**src/hw/rtl/lpd_pkg.sv**
```systemverilog
`timescale 1ns / 1ps

package lpd_pkg;

	localparam int QUEUE_DEPTH = 4;

	localparam int PKT_LIMIT_TOTAL  = 30000;
	localparam int PKT_LIMIT_MARGIN = 1000;

	localparam logic [4:0]  HEADER_LEN_RST     = 5'd8;
	localparam logic [3:0]  LENGTH_OFFSET_RST  = 4'd0;
	localparam logic [15:0] MAX_PACKET_LEN_RST = 16'(PKT_LIMIT_TOTAL - PKT_LIMIT_MARGIN);

	typedef enum logic [1:0] {
		ST_PROGRESS = 2'd0,
		ST_ACCEPT   = 2'd1,
		ST_COMPLETE = 2'd2,
		ST_REJECT   = 2'd3
	} status_t;

	typedef enum logic {
		KIND_HEADER = 1'b0,
		KIND_BODY   = 1'b1
	} kind_t;

	typedef struct packed {
		logic [4:0]  header_len;
		logic [3:0]  length_offset;
		logic [15:0] max_packet_len;
	} cfg_t;

	typedef struct packed {
		logic [7:0]  echo_byte;
		kind_t       byte_kind;
		status_t     frame_status;
		logic [15:0] packet_length;
	} res_t;

endpackage

```
**src/hw/rtl/lpd_regs.sv**
```systemverilog
`timescale 1ns / 1ps

module lpd_regs (
	input  logic               clk,
	input  logic               arst_n,
	input  logic               psel,
	input  logic               penable,
	input  logic               pwrite,
	input  logic [3:0]         paddr,
	input  logic [31:0]        pwdata,
	output logic [31:0]        prdata,
	output logic               pready,
	output lpd_pkg::cfg_t      cfg
);
	import lpd_pkg::*;

	localparam logic [1:0] REG_HEADER_LEN     = 2'd0;
	localparam logic [1:0] REG_LENGTH_OFFSET  = 2'd1;
	localparam logic [1:0] REG_MAX_PACKET_LEN = 2'd2;

	logic [1:0] reg_idx;
	logic       wr_en;
	cfg_t       cfg_q;

	assign reg_idx = paddr[3:2];
	assign wr_en   = psel && penable && pwrite;
	assign pready  = 1'b1;
	assign cfg     = cfg_q;

	always_ff @(posedge clk or negedge arst_n) begin
		if (!arst_n) begin
			cfg_q.header_len     <= HEADER_LEN_RST;
			cfg_q.length_offset  <= LENGTH_OFFSET_RST;
			cfg_q.max_packet_len <= MAX_PACKET_LEN_RST;
		end else if (wr_en) begin
			unique case (reg_idx)
				REG_HEADER_LEN:     cfg_q.header_len     <= pwdata[4:0];
				REG_LENGTH_OFFSET:  cfg_q.length_offset  <= pwdata[3:0];
				REG_MAX_PACKET_LEN: cfg_q.max_packet_len <= pwdata[15:0];
				default: ;
			endcase
		end
	end

	always_comb begin
		unique case (reg_idx)
			REG_HEADER_LEN:     prdata = 32'(cfg_q.header_len);
			REG_LENGTH_OFFSET:  prdata = 32'(cfg_q.length_offset);
			REG_MAX_PACKET_LEN: prdata = 32'(cfg_q.max_packet_len);
			default:            prdata = '0;
		endcase
	end

endmodule

```
**src/hw/rtl/lpd_front.sv**
```systemverilog
`timescale 1ns / 1ps

module lpd_front #(
	parameter int MAX_HEADER_BYTES = 16
) (
	input  logic          clk,
	input  logic          arst_n,
	input  lpd_pkg::cfg_t cfg,
	input  logic          accept,
	input  logic [7:0]    rx_byte,
	output lpd_pkg::res_t res
);
	import lpd_pkg::*;

	localparam int HSW = (MAX_HEADER_BYTES > 2) ? $clog2(MAX_HEADER_BYTES) : 1;
	localparam int HCW = $clog2(MAX_HEADER_BYTES + 1);
	localparam int CW  = ((HCW > 5) ? HCW : 5) + 1;
	localparam logic [CW-1:0] HL_MIN = CW'(2);
	localparam logic [CW-1:0] HL_MAX = CW'(MAX_HEADER_BYTES);

	logic            in_body_q;
	logic [HSW-1:0]  header_count_q;
	logic [15:0]     length_capture_q;
	logic [15:0]     body_remaining_q;

	logic            in_body_d;
	logic [HSW-1:0]  header_count_d;
	logic [15:0]     length_capture_d;
	logic [15:0]     body_remaining_d;

	logic [CW-1:0]   hdr_len_w;
	logic [CW-1:0]   hl;
	logic [CW-1:0]   cnt_w;
	logic [CW-1:0]   cnt_inc;
	logic [CW-1:0]   off_w;
	logic [CW-1:0]   off_inc;
	logic [15:0]     hl16;

	always_comb begin
		hdr_len_w = CW'(cfg.header_len);
		if (hdr_len_w < HL_MIN) begin
			hl = HL_MIN;
		end else if (hdr_len_w > HL_MAX) begin
			hl = HL_MAX;
		end else begin
			hl = hdr_len_w;
		end
		hl16    = 16'(hl);
		cnt_w   = CW'(header_count_q);
		cnt_inc = cnt_w + CW'(1);
		off_w   = CW'(cfg.length_offset);
		off_inc = off_w + CW'(1);

		in_body_d        = in_body_q;
		header_count_d   = header_count_q;
		length_capture_d = length_capture_q;
		body_remaining_d = body_remaining_q;

		res.echo_byte     = rx_byte;
		res.byte_kind     = KIND_HEADER;
		res.frame_status  = ST_PROGRESS;
		res.packet_length = '0;

		if (in_body_q) begin
			res.byte_kind = KIND_BODY;
			if (body_remaining_q <= 16'd1) begin
				res.frame_status = ST_COMPLETE;
				in_body_d        = 1'b0;
				header_count_d   = '0;
				body_remaining_d = '0;
			end else begin
				body_remaining_d = body_remaining_q - 16'd1;
			end
		end else begin
			if (header_count_q == '0) begin
				length_capture_d = '0;
			end
			if (cnt_w < hl) begin
				if (cnt_w == off_w) begin
					length_capture_d[15:8] = rx_byte;
				end else if (cnt_w == off_inc) begin
					length_capture_d[7:0] = rx_byte;
				end
			end
			header_count_d = HSW'(cnt_inc);
			if (cnt_inc >= hl) begin
				res.packet_length = length_capture_d;
				header_count_d    = '0;
				if (length_capture_d < hl16 || length_capture_d > cfg.max_packet_len) begin
					res.frame_status = ST_REJECT;
					body_remaining_d = '0;
				end else if (length_capture_d == hl16) begin
					res.frame_status = ST_COMPLETE;
					body_remaining_d = '0;
				end else begin
					res.frame_status = ST_ACCEPT;
					in_body_d        = 1'b1;
					body_remaining_d = length_capture_d - hl16;
				end
			end
		end
	end

	always_ff @(posedge clk or negedge arst_n) begin
		if (!arst_n) begin
			in_body_q        <= 1'b0;
			header_count_q   <= '0;
			length_capture_q <= '0;
			body_remaining_q <= '0;
		end else if (accept) begin
			in_body_q        <= in_body_d;
			header_count_q   <= header_count_d;
			length_capture_q <= length_capture_d;
			body_remaining_q <= body_remaining_d;
		end
	end

	a_body_count_clear: assert property (@(posedge clk) disable iff (!arst_n)
		in_body_q |-> header_count_q == '0)
		else $error("header count not cleared in body");

	a_body_entry_nonzero: assert property (@(posedge clk) disable iff (!arst_n)
		$rose(in_body_q) |-> body_remaining_q != 16'd0)
		else $error("body entered with nothing left to count");

endmodule

```
**src/hw/rtl/lpd_queue.sv**
```systemverilog
`timescale 1ns / 1ps

module lpd_queue (
	input  logic          clk,
	input  logic          arst_n,
	input  logic          wr,
	input  lpd_pkg::res_t wdata,
	output logic          full,
	input  logic          rd,
	output logic          not_empty,
	output lpd_pkg::res_t rdata
);
	import lpd_pkg::*;

	localparam int PW = $clog2(QUEUE_DEPTH);
	localparam int NW = $clog2(QUEUE_DEPTH + 1);

	res_t          mem_q [QUEUE_DEPTH];
	logic [PW-1:0] wptr_q;
	logic [PW-1:0] rptr_q;
	logic [NW-1:0] count_q;

	assign full      = (count_q == NW'(QUEUE_DEPTH));
	assign not_empty = (count_q != '0);
	assign rdata     = mem_q[rptr_q];

	always_ff @(posedge clk) begin
		if (wr) begin
			mem_q[wptr_q] <= wdata;
		end
	end

	always_ff @(posedge clk or negedge arst_n) begin
		if (!arst_n) begin
			wptr_q  <= '0;
			rptr_q  <= '0;
			count_q <= '0;
		end else begin
			if (wr) begin
				wptr_q <= wptr_q + PW'(1);
			end
			if (rd) begin
				rptr_q <= rptr_q + PW'(1);
			end
			if (wr && !rd) begin
				count_q <= count_q + NW'(1);
			end else if (rd && !wr) begin
				count_q <= count_q - NW'(1);
			end
		end
	end

	a_count_bound: assert property (@(posedge clk) disable iff (!arst_n)
		count_q <= NW'(QUEUE_DEPTH))
		else $error("queue count past depth");

	a_no_overrun: assert property (@(posedge clk) disable iff (!arst_n)
		wr |-> !full)
		else $error("write into full queue");

endmodule

```
**src/hw/rtl/lpd_back.sv**
```systemverilog
`timescale 1ns / 1ps

module lpd_back (
	input  logic          clk,
	input  logic          arst_n,
	input  logic          q_not_empty,
	input  lpd_pkg::res_t q_rdata,
	output logic          q_rd,
	output logic          empty,
	input  logic          pop,
	output lpd_pkg::res_t out
);
	import lpd_pkg::*;

	logic out_valid_q;
	res_t out_q;

	assign q_rd  = q_not_empty && (!out_valid_q || pop);
	assign empty = !out_valid_q;
	assign out   = out_q;

	always_ff @(posedge clk or negedge arst_n) begin
		if (!arst_n) begin
			out_valid_q <= 1'b0;
		end else if (q_rd) begin
			out_valid_q <= 1'b1;
		end else if (pop) begin
			out_valid_q <= 1'b0;
		end
	end

	always_ff @(posedge clk) begin
		if (q_rd) begin
			out_q <= q_rdata;
		end
	end

endmodule

```
**src/hw/rtl/length_prefixed_packet_deframer_top.sv**
```systemverilog
`timescale 1ns / 1ps

// channel   direction  handshake                       payload
// config    in         psel/penable/pwrite, pready=1   paddr, pwdata, prdata
// rx item   in         push & !full                    rx_byte
// result    out        pop & !empty                    echo_byte, byte_kind,
//                                                      frame_status, packet_length
//
// one item per cycle sustained while full is low; the front writes its result into the queue at
// accept, and the output register loads it from there when it is free or being popped
// reset clears framing state, queue and output valid flag; registers return to defaults
// a four-entry queue plus the output register absorb result stalls; full is high
// whenever the queue holds four items, a pop in that cycle frees a slot for the next one

module length_prefixed_packet_deframer_top #(
	parameter int MAX_HEADER_BYTES = 16
) (
	input  logic        clk,
	input  logic        arst_n,
	input  logic        psel,
	input  logic        penable,
	input  logic        pwrite,
	input  logic [3:0]  paddr,
	input  logic [31:0] pwdata,
	output logic [31:0] prdata,
	output logic        pready,
	input  logic        push,
	output logic        full,
	input  logic [7:0]  rx_byte,
	output logic        empty,
	input  logic        pop,
	output logic [7:0]  echo_byte,
	output logic        byte_kind,
	output logic [1:0]  frame_status,
	output logic [15:0] packet_length
);
	import lpd_pkg::*;

	cfg_t cfg;
	res_t front_res;
	res_t q_rdata;
	res_t out;
	logic accept;
	logic q_full;
	logic q_not_empty;
	logic q_rd;

	assign full   = q_full;
	assign accept = push && !q_full;

	lpd_regs u_regs (
		.clk     (clk),
		.arst_n  (arst_n),
		.psel    (psel),
		.penable (penable),
		.pwrite  (pwrite),
		.paddr   (paddr),
		.pwdata  (pwdata),
		.prdata  (prdata),
		.pready  (pready),
		.cfg     (cfg)
	);

	lpd_front #(
		.MAX_HEADER_BYTES (MAX_HEADER_BYTES)
	) u_front (
		.clk     (clk),
		.arst_n  (arst_n),
		.cfg     (cfg),
		.accept  (accept),
		.rx_byte (rx_byte),
		.res     (front_res)
	);

	lpd_queue u_queue (
		.clk       (clk),
		.arst_n    (arst_n),
		.wr        (accept),
		.wdata     (front_res),
		.full      (q_full),
		.rd        (q_rd),
		.not_empty (q_not_empty),
		.rdata     (q_rdata)
	);

	lpd_back u_back (
		.clk         (clk),
		.arst_n      (arst_n),
		.q_not_empty (q_not_empty),
		.q_rdata     (q_rdata),
		.q_rd        (q_rd),
		.empty       (empty),
		.pop         (pop),
		.out         (out)
	);

	assign echo_byte     = out.echo_byte;
	assign byte_kind     = out.byte_kind;
	assign frame_status  = out.frame_status;
	assign packet_length = out.packet_length;

endmodule

```
**config.mk**
```make
export PLATFORM = sky130hd
export DESIGN_NAME = length_prefixed_packet_deframer_top
export DESIGN_NICKNAME = d
export VERILOG_FILES = /design/src/hw/rtl/lpd_pkg.sv /design/src/hw/rtl/lpd_regs.sv /design/src/hw/rtl/lpd_front.sv /design/src/hw/rtl/lpd_queue.sv /design/src/hw/rtl/lpd_back.sv /design/src/hw/rtl/length_prefixed_packet_deframer_top.sv
export SDC_FILE = /design/constraint.sdc
export NUM_CORES = 1
export LEC_CHECK = 0
export BUFFER_PORTS_ARGS = -buffer_cell sky130_fd_sc_hd__clkbuf_2
export CELL_PAD_IN_SITES_DETAIL_PLACEMENT = 1
export CELL_PAD_IN_SITES_GLOBAL_PLACEMENT = 1
export CORE_ASPECT_RATIO = 1.75
export CORE_MARGIN = 8
export CORE_UTILIZATION = 51
export DETAILED_ROUTE_END_ITERATION = 12
export HOLD_SLACK_MARGIN = 0.03
export MAX_ROUTING_LAYER = met4
export PLACE_DENSITY = 0.9
export SLEW_MARGIN = 20
export SYNTH_ARGS = -nofsm -noshare
export SYNTH_HDL_FRONTEND = slang
export SYNTH_SLANG_ARGS = --single-unit
```
**constraint.sdc**
```tcl
create_clock -name clk -period 12.75 [get_ports clk]
set_input_delay 1.275 -clock clk [delete_from_list [all_inputs] [get_ports clk]]
set_output_delay 1.275 -clock clk [all_outputs]
set_load 0.01 [all_outputs]
```
=== Yosys cells after proc, flatten, opt, wreduce, memory -nomap -nowiden ===
Memories as Yosys holds them, arrays and structs flattened. A register that Yosys moved wholly into a read port is not among the register bits.
Cells that the tools add are included.
W data, S select, Z words.

* Register bits after elaboration: 70
* Memory bits (writable): 108
* Input bits: 51
* Logic and storage cells: 94
* Memories kept: 1

{| class="wikitable"
|+ Memories
! memory !! depth !! bits a word !! rd ports !! clocked after memory_dff !! wr ports !! RTL line !! RTL
|-
| u_queue.mem_q || 4 || 27 || 1 || 1 || 1 || lpd_queue.sv:18 || <nowiki>res_t mem_q [QUEUE_DEPTH];</nowiki>
|}

* Add/sub/neg operators: 8
* Order comparisons: 7
* Eq/ne operators: 7
* Mux-type cells: 35
* Bitwise operators: 1
* Reductions and logical operators: 24

{| class="wikitable"
|+ Operators by type and width
! cell !! count
|-
| $mux W16 || 9
|-
| $pmux W16 S3 || 1
|-
| $mux W8 || 3
|-
| $mux W18 || 1
|-
| $eq A16 B5 Y1 || 1
|-
| $gt A16 B16 Y1 || 1
|-
| $le A16 B1 Y1 const B || 1
|-
| $lt A16 B5 Y1 || 1
|-
| $sub A16 B1 Y16 const B || 1
|-
| $sub A16 B5 Y16 || 1
|-
| $mux W4 || 3
|-
| $reduce_and A2 Y1 || 6
|-
| $add A4 B1 Y5 const B || 2
|-
| $mux W1 || 10
|-
| $mux W5 || 2
|-
| $mux W2 || 4
|-
| $eq A4 B6 Y1 || 1
|-
| $ge A6 B5 Y1 || 1
|-
| $logic_and A1 B1 Y1 || 6
|-
| $mux W3 || 2
|-
| $reduce_bool A2 Y1 || 3
|-
| $gt A5 B5 Y1 const B || 1
|-
| $lt A4 B5 Y1 || 1
|-
| $lt A5 B2 Y1 const B || 1
|-
| other kinds (14) || 19
|}

=== Longest topological paths before layout ===
Gate-level depths: netlist of run 1.

* Depth in word-level cells: 11
* Gate-level depth with buffers: 20
* Depth with buffers taken out: 19

=== Hierarchy ===
A second synthesis of run 1 with hierarchy kept.

* Cell total of the unflattened synthesis: 799
* Area, all modules: 10309.9 um^2

{| class="wikitable"
|+ By module, submodules not included
! module !! instances !! cells each !! area each (um^2)
|-
| lpd_queue || 1 || 175 || 4300.4
|-
| lpd_front || 1 || 487 || 3834.9
|-
| lpd_regs || 1 || 104 || 1302.5
|-
| lpd_back || 1 || 32 || 858.3
|-
| length_prefixed_packet_deframer_top || 1 || 1 || 13.8
|}

=== Worst setup path before layout of run 1 ===
Ideal clock, no wire load.

* Path kind: reg-to-reg
* From: reg u_regs.cfg_q, in the netlist u_regs.cfg[23]
* To: mem u_queue.mem_q[0][17] (netlist bit), data pin
* Arrival time: 4.436 ns
* Required time: 12.485 ns
* Slack: 8.049 ns
* Cell stages (with the launch flop): 20
* Path buffers: 2
* Period minus slack after synthesis: 4.701 ns
* Cell sequence: dfstp_2 nor2_1 o21ai_0 ha_1 nor2b_1 o2111a_1 nor3_2 buf_2 buf_4 nor2_1 a21oi_1 inv_1 ha_1 a21o_1 a221o_1 a221oi_1 a21oi_1 nor3_1 o21ai_4 and4_1

{| class="wikitable"
|+ RTL lines
! item !! RTL line !! RTL
|-
| start, declared || lpd_regs.sv:23 || <nowiki>cfg_t cfg_q;</nowiki>
|-
| end, declared || lpd_queue.sv:18 ||
|}

=== Worst setup path after layout of run 1 ===
* From: reg u_regs.cfg_q, in the netlist u_regs.cfg[23]
* To: reg u_front.body_remaining_q[8]

* Longest elaborated chain between the ends: 11
* Elaborated cells between the ends (all ways): 19

{| class="wikitable"
|+ RTL lines
! item !! RTL line !! RTL
|-
| $gt A5 B5 Y1 || lpd_front.sv:43 || <nowiki>end else if (hdr_len_w > HL_MAX) begin</nowiki>
|-
| $mux W5 || lpd_front.sv:43 ||
|-
| $mux W5 (*) || lpd_front.sv:41 || <nowiki>if (hdr_len_w < HL_MIN) begin</nowiki>
|-
| $lt A4 B5 Y1 || lpd_front.sv:78 || <nowiki>if (cnt_w < hl) begin</nowiki>
|-
| $mux W16 || lpd_front.sv:78 ||
|-
| $mux W16 || lpd_front.sv:64 || <nowiki>if (in_body_q) begin</nowiki>
|-
| $sub A16 B5 Y16 (tied with other cells) || lpd_front.sv:98 || <nowiki>body_remaining_d = length_capture_d - hl16;</nowiki>
|-
| $mux W16 / $logic_or A1 B1 Y1 (equally long branches) || lpd_front.sv:92, lpd_front.sv:89 ||
|-
| $mux W16 || lpd_front.sv:89 || <nowiki>if (length_capture_d < hl16 || length_capture_d > cfg.max_packet_len) begin</nowiki>
|-
| $mux W16 || lpd_front.sv:86 || <nowiki>if (cnt_inc >= hl) begin</nowiki>
|-
| $mux W16 || lpd_front.sv:64 ||
|-
| end signal, assigned || lpd_front.sv:114 || <nowiki>body_remaining_q <= body_remaining_d;</nowiki>
|-
| end, declared || lpd_front.sv:24 || <nowiki>logic [15:0] body_remaining_q;</nowiki>
|}

Every way passes the cells marked *; elsewhere a longest branch is shown, timed or not. The select of a mux whose other input is x is not followed.
A chain may end at the register's enable or synchronous reset.

==> metrics.txt, run 1 <==
H-tree depth 1; gr ovfl total 0; Final Max Tran Viols 0; Starting DRT DRC Count 430; most frequent cells in the layout 135 x edfxtp_1, 76 x clkbuf_2, 65 x nor2_1; Clock Latency Late Sink 0.51 ns; worst hold margin 0.493 ns; Largest stage delay, worst path around 0.57 ns; Critical Path AT approximately 6.6 ns; Reg clk slew, reported paths 0.07 ns; post-DR vias/cell 6.15; critical path depth 19; Simple-Gate Fraction of Synth Area 0.116; cell area after synthesis about 10,000 sq um; worst clock skew 0.0214 ns; CP max stage cell dfstp_2; Post-Place Cells 1,101; Max VDD drop 0.156 mV; CTS buffer count 20; crit path to u_front.body_remaining_q[8]$_DFFE_PN0P_; vias in the first global route 7,788; Synth area leader edfxtp_1; drt total wl roughly 28 mm; largest net degree at the start of global routing 71; reg2reg path depth 19; Yosys warning count 0; clk root buf clkbuf_16; WL/cell between 20 and 25 microns; I/O Pins ~110; # port buffers 77; Final period util 0.489; Synth area leaders edfxtp_1 41%, dfrtp_1 16%, mux4_2 6.1%; worst-path fanout max 11; crit-path cells nor2_1, o21ai_0, ha_1, nor2b_1, o2111a_1, nor4_4, nand2_1, and3_1, a21oi_1, ha_1, inv_1, fa_1, a21o_1, a21oi_1, nor2b_1, nor2_1, a31oi_1, o21ai_2, o221ai_1; all-layer global routing usage 0.237; Synth Area in XOR/XNOR 0.0236; detailed-route DRC error count 0; reg-to-reg endpoint u_front.body_remaining_q[8]$_DFFE_PN0P_; minimum clock period after layout 6.23 ns; Hold WC Path Type flop to flop; ANT nets after route 0; postcts setup bufs 0; setup ws final 6.52 ns; die width between 100 and 150 microns; Max Buffers Root-to-Sink 3; Req. time, crit path 13.07 ns; non-filler instance count after layout 1,137; worst r2r src u_regs.cfg[23]$_DFFE_PN1P_; nets ~1,000; post-synth top area share 0.405; CTS tree built; post-CTS sizing 0; unrepaired setup endpoints after global routing no; async set or reset register ratio after synthesis 0.341; most common library cell in the layout ignoring fill and taps edfxtp_1; Setup crit start kind flop; multiplexer share of the synthesized area 0.0865; number of synthesized flops with an enable pin ~140; Hold Path Cell Cnt 1; Post-Synth Adder-Cell Area 0.0540; Post-Syn Area per Cell 12.5 sq um; initial antenna violation count 0; Bufs and invs on worst path 1; Die Y 201 microns; first-pass GRT wire length between 40 and 50 mm; Fin Setup TNS 0 ns; Worst Setup Path Type flop to flop; Worst slew margin 0.297; Mapped Cells roughly 800; Synth cell types 72; Worst Tran Pin Value approximately 1.1 ns; outcome finished, final reports clean; max cap viols 0; largest family of logic cells by synthesized area simple AND/OR/NAND/NOR gates; TritonRoute pass-1 iters 5; Worst setup startpoint u_regs.cfg[23]$_DFFE_PN1P_; worst slack at placement 6.63 ns; clock sink count 205; ratio of cells with drive above 1 in the final layout 0.209; Area growth syn-to-layout 13.1%; Static Leak 0.00451 uW; r2r setup slk 6.52 ns; Final GP Congestion 0.950; Synth Register Bits 205; # rows 68; Core Area 19,500 sq um; CTS Hold Bufs 0; top_reg_cell synth edfxtp_1; initial core utilization 0.514; CP top delay family compound AO/OA/AOI/OAI gates; post-DP HPWL 19.5 mm; Compound-Gate Fraction of Synth Area 0.0961; Crit. End Element flop; Seq/Total Area, Yosys 0.581; DR vias 6,998; maximum clock frequency 160 MHz; die area 24,500 sq um; n_diodes 0; Hold Violations, Final 0; number of setup violations in the final report 0; Power Density about 300 nW/um^2
## kinds of logic after synthesis
group           Yosys count
flops                   205
buf+inv                  92
mux                      51
other cells               2
compound gates          155
simple gates            228
fa+ha+maj                42
xor+xnor                 27
## per-layer routing
| layer | vias up | routed length, microns | GRT usage | part of all wire |
|---|---|---|---|---|
| li1 | 3073 | - | - | - |
| met1 | 3510 | 9150 | 0.233 | 0.33 |
| met2 | 309 | 15000 | 0.418 | 0.54 |
| met3 | 106 | 1570 | 0.0323 | 0.057 |
| met4 | 0 | 1850 | 0.156 | 0.067 |
| met5 | - | 0 | - | 0 |
## where the power goes
group          total, uW  leakage (uW)  internal (uW)  switching (uW)
registers           1180       0.00210           1010             167
logic               1560       0.00207            552            1010
clock network        640      0.000341            382             258
## worst min path at each step
stage                                                          to  slack (ns)                                     from
after floorplan                    u_queue.count_q[2]$_DFFE_PN0P_        0.46           u_queue.count_q[2]$_DFFE_PN0P_
after global placement    u_front.body_remaining_q[8]$_DFFE_PN0P_        0.47  u_front.body_remaining_q[8]$_DFFE_PN0P_
after detailed placement           u_queue.count_q[2]$_DFFE_PN0P_        0.48           u_queue.count_q[2]$_DFFE_PN0P_
after CTS                          u_queue.count_q[2]$_DFFE_PN0P_        0.49           u_queue.count_q[2]$_DFFE_PN0P_
after global routing               u_queue.count_q[2]$_DFFE_PN0P_        0.54           u_queue.count_q[2]$_DFFE_PN0P_
final                              u_queue.count_q[2]$_DFFE_PN0P_        0.49           u_queue.count_q[2]$_DFFE_PN0P_
## per-stage QoR
stage	cell area [sq um]	power, uW	utilization
after floorplan	10100	2160	-
after global routing	11300	3570	0.581
after CTS	11300	3380	0.581
final	11300	3380	0.581
after detailed placement	10600	2710	0.544
after global placement	10600	2570	0.544
## worst reg2reg max path, cell delays in order, from the launching register on
cell	delay (ns)
dfstp_2	0.57
nor2_1	0.05
o21ai_0	0.49
ha_1	0.34
nor2b_1	0.13
o2111a_1	0.30
nor4_4	0.52
nand2_1	0.26
and3_1	0.27
a21oi_1	0.50
ha_1	0.29
inv_1	0.07
fa_1	0.41
a21o_1	0.21
a21oi_1	0.23
nor2b_1	0.07
nor2_1	0.40
a31oi_1	0.18
o21ai_2	0.50
o221ai_1	0.26
## registers in the layout (all words and copies together) (netlist names)
| register | count |
|---|---|
| u_front.body_remaining_q | 16 |
| u_queue.rptr_q | 2 |
| u_queue.wptr_q | 2 |
| u_regs.cfg | 25 |
| u_back.out_valid_q | 1 |
| u_front.length_capture_q | 16 |
| u_queue.count_q | 3 |
| u_front.in_body_q | 1 |
| u_queue.mem_q | 108 |
| u_front.header_count_q | 4 |
| u_back.out | 27 |
## Yosys cell counts, drive strengths merged, types with 7 or more instances
cell	count
edfxtp	135
nor2	67
dfrtp	63
o21ai	56
a21oi	49
nand2	49
inv	43
ha	40
mux4	27
nor3	26
buf	25
clkbuf	24
and2	20
xnor2	17
mux2	14
nand3	14
a21o	11
and3	11
mux2i	10
xor2	10
nand4	8
dfstp	7
nor4	7
## layout make-up
| type | count | area (sq um) |
|---|---|---|
| tap | 245 | 307 |
| sequential | 205 | 5820 |
| timing repair buffer | 88 | 468 |
| clock inverter | 10 | 136 |
| fill | 1971 | 8160 |
| inverter | 43 | 161 |
| multi-input combinational | 520 | 3860 |
| clock buffer | 26 | 576 |
Power figures use the tool's default switching activity.
==> inputs of run 2 (changes only) <==
- ABC_AREA: default -> 1
- CORE_UTILIZATION: 51 -> 41
- PLACE_DENSITY: 0.9 -> 0.81
- clock period: 12.75 -> 5 ns (I/O delays scaled with it)
==> run 2 against run 1 <==
Global-route usage shrank 4.6 points. Final cell count grew 28%. First-iteration DRC count shrank 3.3%. Register-to-register slack lost 6.0 ns. Utilization shrank 11 points. Routed wire length shrank 1.1%. Via count grew 8.9%. Critical path depth grew 1. Die area grew 22%. Synthesized cell count grew 30%.
==> metrics.txt, run 2 <==
Final GP Congestion 0.877 (-7.8%); Power Density 655 nW/um^2 (+120%); die width 134 microns (+10%); cell mode on critical path nand2_1; Final period util 0.899 (+0.411); max cap viols 0 (unchanged); number of setup violations in the final report 0 (unchanged); Critical Path AT 4.72 ns (-1.84 ns); async set or reset register ratio after synthesis 0.341 (unchanged); Seq/Total Area, Yosys 0.579 (-0.00217); worst-path fanout max 18 (+7); worst clock skew 0.0199 ns (-0.00148 ns); Compound-Gate Fraction of Synth Area 0.110 (+0.0141); Max VDD drop 0.260 mV (+67%); all-layer global routing usage 0.190 (-0.0463); first-pass GRT wire length 43.6 mm (+0.30%); nets 1,216 (+25%); Core Area 24,300 sq um (+25%); Final Max Tran Viols 0 (unchanged); CP max stage cell o21ai_0; Worst slew margin 0.337 (+0.0393); ANT nets after route 0 (unchanged); largest family of logic cells by synthesized area simple AND/OR/NAND/NOR gates; drt total wl 27.3 mm (-1.1%); DR vias 7,621 (+8.9%); vias in the first global route 8,298 (+6.5%); unrepaired setup endpoints after global routing no; Area growth syn-to-layout 13.6%; reg-to-reg endpoint u_queue.mem_q[1][17]$_DFFE_PP_; detailed-route DRC error count 0 (unchanged); Yosys warning count 0 (unchanged); TritonRoute pass-1 iters 4 (-1); non-filler instance count after layout 1,450 (+28%); Post-Synth Adder-Cell Area 0.0538 (-0.000202); top_reg_cell synth edfxtp_1; initial core utilization 0.413 (-0.101); CTS buffer count 21 (+5.0%); hold path endpoint u_back.out_valid_q$_DFFE_PN0P_; Bufs and invs on worst path 1 (unchanged); # port buffers 77 (unchanged); Worst Setup Path Type flop to flop; Die Y 223 microns (+11%); maximum clock frequency 222 MHz (+39%); Clock Latency Late Sink 0.52 ns (about the same); Max Buffers Root-to-Sink 3 (unchanged); postcts setup bufs 0 (unchanged); crit-path cells nor4_1, a21oi_1, ha_1, nand2_1, nor3_2, nor2_4, nand3_2, inv_1, o21ai_0, ha_1, a21oi_1, o21ai_0, nand2_1, o211ai_1, nand2_1, nand4_1, nand2_1, nand2_2, nor2_8, nor3_2; Hold Path Cell Cnt 2 (+1); most frequent cells after synthesis 171 x nor2_1, 154 x nand2_1, 135 x edfxtp_1; die area 30,000 sq um (+22%); Fin Setup TNS 0 ns (unchanged); Simple-Gate Fraction of Synth Area 0.169 (+0.0536); Hold WC Path Type input pin to flop; reg2reg path depth 20 (+1); Req. time, crit path 5.22 ns (-7.85 ns); Worst Tran Pin Value 0.995 ns (-0.0567 ns); ratio of cells with drive above 1 in the final layout 0.141 (-0.0679); clock sink count 205 (unchanged); worst r2r src u_regs.cfg[24]$_DFFE_PN0P_; largest net degree at the start of global routing 71 (unchanged); outcome finished, final reports clean; Hold Violations, Final 0 (unchanged); Synth Area in XOR/XNOR 0.0192 (-0.00445); Mapped Cells 1,041 (+30%); CTS Hold Bufs 0 (unchanged); # rows 76 (+12%); CTS tree built; gr ovfl total 0 (unchanged); post-CTS sizing 0 (unchanged); Crit. End Element flop; H-tree depth 1 (unchanged); minimum clock period after layout 4.50 ns (-1.74 ns); max reg flops 108 (unchanged); initial antenna violation count 0 (unchanged); Synth Register Bits 205 (unchanged); clk root buf clkbuf_16; number of synthesized flops with an enable pin 135 (unchanged); Synth cell types 39 (-46%); Largest stage delay, worst path 0.56 ns (about the same); most common library cell in the layout ignoring fill and taps nor2_1; Reg with most FFs u_queue.mem_q; post-DP HPWL 20.1 mm (+3.4%); Reg clk slew, reported paths 0.07 ns (about the same); most frequent cells in the layout 167 x nor2_1, 154 x nand2_1, 135 x edfxtp_1; WL/cell 18.8 microns (-22%); Setup crit start kind flop; post-synth top area share 0.403 (-0.00151); Post-Place Cells 1,412 (+28%); post-DR vias/cell 5.26 (-15%); Starting DRT DRC Count 416 (-3.3%); n_diodes 0 (unchanged); Static Leak 0.00486 uW (+7.6%); I/O Pins 113 (unchanged); Post-Syn Area per Cell 9.65 sq um (-23%); Synth area leader edfxtp_1; multiplexer share of the synthesized area 0 (-0.0865); CP top delay family simple AND/OR/NAND/NOR gates; cell area after synthesis 10,000 sq um (+0.38%); count leader, synth nor2_1; Synth area leaders edfxtp_1 40%, dfrtp_1 16%, nor2_1 6.4%; hold_sp pop; r2r setup slk 0.50 ns (-6.01 ns)
[run 2: cells by family after synthesis]
group / after synthesis
compound gates: 207
xor+xnor: 22
fa+ha+maj: 42
buf+inv: 161
flops: 205
other cells: 2
simple gates: 402
[run 2: area by class of cell]
cell class | instances | area [sq um]
Sequential cell | 205 | 5810
Clock buffer | 26 | 544
Timing Repair Buffer | 90 | 483
Inverter | 115 | 432
Multi-Input combinational cell | 690 | 3630
Clock inverter | 12 | 119
Fill cell | 2832 | 12900
Tap cell | 312 | 390
[run 2: metrics by stage]
stage | worst slack, ns | utilization | hold slack [ns] | power (uW) | instance area (sq um)
2_1_floorplan | 1.09 | - | 0.204 | 4910 | 10100
3_3_place_gp | 0.645 | 0.442 | 0.467 | 5810 | 10800
3_5_place_dp | 0.554 | 0.442 | 0.478 | 5980 | 10800
4_1_cts | 0.461 | 0.469 | 0.161 | 7570 | 11400
5_1_grt | 0.0350 | 0.469 | 0.189 | 8050 | 11400
6_report | 0.503 | 0.469 | 0.175 | 7480 | 11400
[run 2: how the worst max path moves through the flow]
stage                               startpoint  depth (start not counted)                                        to  slack (ns)
floorplan           u_regs.cfg[24]$_DFFE_PN0P_                         26            u_queue.mem_q[0][17]$_DFFE_PP_        1.09
global placement    u_regs.cfg[24]$_DFFE_PN0P_                         21  u_front.body_remaining_q[13]$_DFFE_PN0P_        0.64
detailed placement  u_regs.cfg[24]$_DFFE_PN0P_                         21  u_front.body_remaining_q[13]$_DFFE_PN0P_        0.55
CTS                 u_regs.cfg[24]$_DFFE_PN0P_                         20            u_queue.mem_q[3][17]$_DFFE_PP_        0.46
global route        u_regs.cfg[24]$_DFFE_PN0P_                         21  u_front.body_remaining_q[13]$_DFFE_PN0P_        0.03
finish              u_regs.cfg[24]$_DFFE_PN0P_                         20            u_queue.mem_q[1][17]$_DFFE_PP_        0.50
[run 2: power by group]
| group | internal [uW] | leakage (uW) | switching [uW] |
|---|---|---|---|
| Combinational | 1010 | 0.00243 | 2260 |
| Sequential | 2410 | 0.00210 | 250 |
| Clock | 883 | 0.000320 | 666 |
| Total | 4300 | 0.00486 | 3170 |
[run 2: metal layers]
metal / vias up / part of all wire / track usage / wire, microns
li1: 3632 / - / - / -
met1: 3741 / 0.35 / 0.180 / 9650
met2: 168 / 0.55 / 0.354 / 15100
met3: 80 / 0.032 / 0.0227 / 877
met4: 0 / 0.060 / 0.118 / 1650
met5: - / 0 / - / 0
==> inputs of run 3 (changes only) <==
- REMOVE_ABC_BUFFERS: default -> 1
==> run 3 against run 2 <==
Hold slack is essentially flat. Clock skew grew 0.0048 ns. Via count shrank 0.14%. Final cell count is essentially flat. Die area is the same. Sequential share of layout area shrank 0.15 points. Utilization grew 0.14 points. Cell area grew 0.30%. Non-clock buffer count grew 3. Combinational power shrank 2%.
==> metrics.txt, run 3 (synthesis gave the netlist of run 2 again) <==
Reg with most FFs u_queue.mem_q; reg-to-reg endpoint u_queue.mem_q[3][17]$_DFFE_PP_; Hold Violations, Final 0 (unchanged); post-DR vias/cell 5.24 (-0.21%); Worst Tran Pin Value 1.00 ns (+0.00731 ns); Critical Path AT 4.77 ns (+0.05 ns); Finished Cell Area 11,400 sq um (+0.30%); DR vias 7,610 (-0.14%); Final period util 0.891 (-0.00852); fillers 2,828 (-0.14%); largest net degree at the start of global routing 71 (unchanged); Area growth syn-to-layout 13.9%; max reg flops 108 (unchanged); Hold Path Cell Cnt 2 (unchanged); Reg clk slew, reported paths 0.07 ns (about the same); Worst slew margin 0.330 (-0.00649); worst hold margin 0.175 ns (-0.000213 ns); Final Max Tran Viols 0 (unchanged); Crit. End Element flop; unrepaired setup endpoints after global routing no; Hold WC Path Type input pin to flop; number of setup violations in the final report 0 (unchanged); vias in the first global route 8,012 (-3.4%); worst r2r src u_regs.cfg[24]$_DFFE_PN0P_; cell mode on critical path inv_1; Setup crit start kind flop; Req. time, crit path 5.31 ns (+0.09 ns); minimum clock period after layout 4.45 ns (-0.0426 ns); CTS buffer count 20 (-4.8%); H-tree depth 1 (unchanged); worst-path fanout max 18 (unchanged); ANT nets after route 0 (unchanged); Static Leak 0.00487 uW (+0.25%); die width 134 microns (unchanged); Fin Setup TNS 0 ns (unchanged); post-DP HPWL 19.0 mm (-5.4%); # rows 76 (unchanged); r2r setup slk 0.55 ns (+0.04 ns); max cap viols 0 (unchanged); Multi-input gate area 3640 sq um (+0.28%); CTS tree built; most common library cell in the layout ignoring fill and taps nor2_1; all-layer global routing usage 0.178 (-0.0118); Power Density 654 nW/um^2 (-0.21%); drt total wl 25.8 mm (-5.4%); nets 1,218 (+0.16%); CTS Hold Bufs 0 (unchanged); Die Y 223 microns (unchanged); maximum clock frequency 224 MHz (+0.96%); CP max stage cell dfrtp_1; clk root buf clkbuf_16; TritonRoute pass-1 iters 5 (+1); Clock Latency Late Sink 0.52 ns (about the same); first-pass GRT wire length 41.3 mm (-5.1%); die area 30,000 sq um (unchanged); reg2reg path depth 25 (+25%); detailed-route DRC error count 0 (unchanged); most frequent cells in the layout 167 x nor2_1, 154 x nand2_1, 135 x edfxtp_1; ratio of cells with drive above 1 in the final layout 0.144 (+0.00339); worst clock skew 0.0247 ns (+0.00480 ns); hold_sp pop; initial core utilization 0.413 (unchanged); sequential standard cell area 5810 sq um (unchanged); Max VDD drop 0.278 mV (+6.8%); I/O Pins 113 (unchanged); placed instance area 10,800 sq um (+0.16%); Worst Setup Path Type flop to flop; Final GP Congestion 0.856 (-2.3%); hold path endpoint u_back.out_valid_q$_DFFE_PN0P_; clock sink count 205 (unchanged); Largest stage delay, worst path 0.46 ns (-0.10 ns); Starting DRT DRC Count 351 (-16%); # port buffers 77 (unchanged); gr ovfl total 0 (unchanged); n_diodes 0 (unchanged); WL/cell 17.8 microns (-5.5%); Max Buffers Root-to-Sink 3 (unchanged); outcome finished, final reports clean; Core Area 24,300 sq um (unchanged); initial antenna violation count 0 (unchanged)
==> run 3: cell types whose count changed in the layout (fill, tap and decap cells not counted), moves of 2 or more <==
cell      before  now
clkinv_1       6    2
buf_4         13   16
clkbuf_8       0    2
nor2_2         9    7
nor2_4         2    4
o21ai_0      106  104
o21ai_1        0    2
==> run 3: area by class of cell <==
type / count / area share
Multi-Input combinational cell: 690 / 0.318
Sequential cell: 205 / 0.508
Inverter: 115 / 0.0377
Timing Repair Buffer: 93 / 0.0442
Clock inverter: 8 / 0.00995
Tap cell: 312 / 0.0341
Clock buffer: 28 / 0.0481
==> run 3: where the power goes <==
group	internal, uW	switching [uW]
Sequential	2410	311
Clock	884	655
Combinational	1050	2170
Total	4340	3140
==> run 3: worst max path at each step <==
stage / startpoint / endpoint / slack, ns / depth (start not counted)
floorplan: u_regs.cfg[24]$_DFFE_PN0P_ / u_queue.mem_q[0][17]$_DFFE_PP_ / 1.16 / 25
global placement: u_regs.cfg[23]$_DFFE_PN1P_ / u_queue.mem_q[3][17]$_DFFE_PP_ / 0.35 / 21
detailed placement: u_regs.cfg[23]$_DFFE_PN1P_ / u_queue.mem_q[3][17]$_DFFE_PP_ / 0.25 / 21
CTS: u_regs.cfg[23]$_DFFE_PN1P_ / u_queue.mem_q[3][17]$_DFFE_PP_ / 0.18 / 21
global route: u_regs.cfg[24]$_DFFE_PN0P_ / u_front.body_remaining_q[15]$_DFFE_PN0P_ / 0.10 / 22
finish: u_regs.cfg[24]$_DFFE_PN0P_ / u_queue.mem_q[3][17]$_DFFE_PP_ / 0.55 / 25
==> run 3: critical path, delay by kind of cell, from the launching register on <==
kind	cells	cell delay [ns]
compound gates	4	0.63
flops	1	0.46
fa+ha+maj	3	0.92
simple gates	13	1.78
buf+inv	5	0.47
==> run 3: repair_timing <==
| action | 4_1_cts | 5_1_grt |
|---|---|---|
| gates resized for setup | 0 | 2 |
| setup endpoints to repair | 0 | 25 |
| setup buffers | 0 | 2 |
==> run 3: layer usage <==
layer / wire [microns] / up-vias / global-route usage
li1: - / 3639 / -
met1: 9140 / 3717 / 0.175
met2: 14400 / 184 / 0.332
met3: 1010 / 70 / 0.0214
met4: 1280 / 0 / 0.0976
met5: 0 / - / -
==> run 3: stage by stage <==
step,setup slack (ns),util,cells,total power (uW)
finish,0.546,0.470,1451,7480
global route,0.105,0.470,1451,8050
CTS,0.178,0.470,1449,7540
detailed placement,0.246,0.442,1413,5970
global placement,0.351,0.442,1413,5820
floorplan,1.16,-,1010,4840
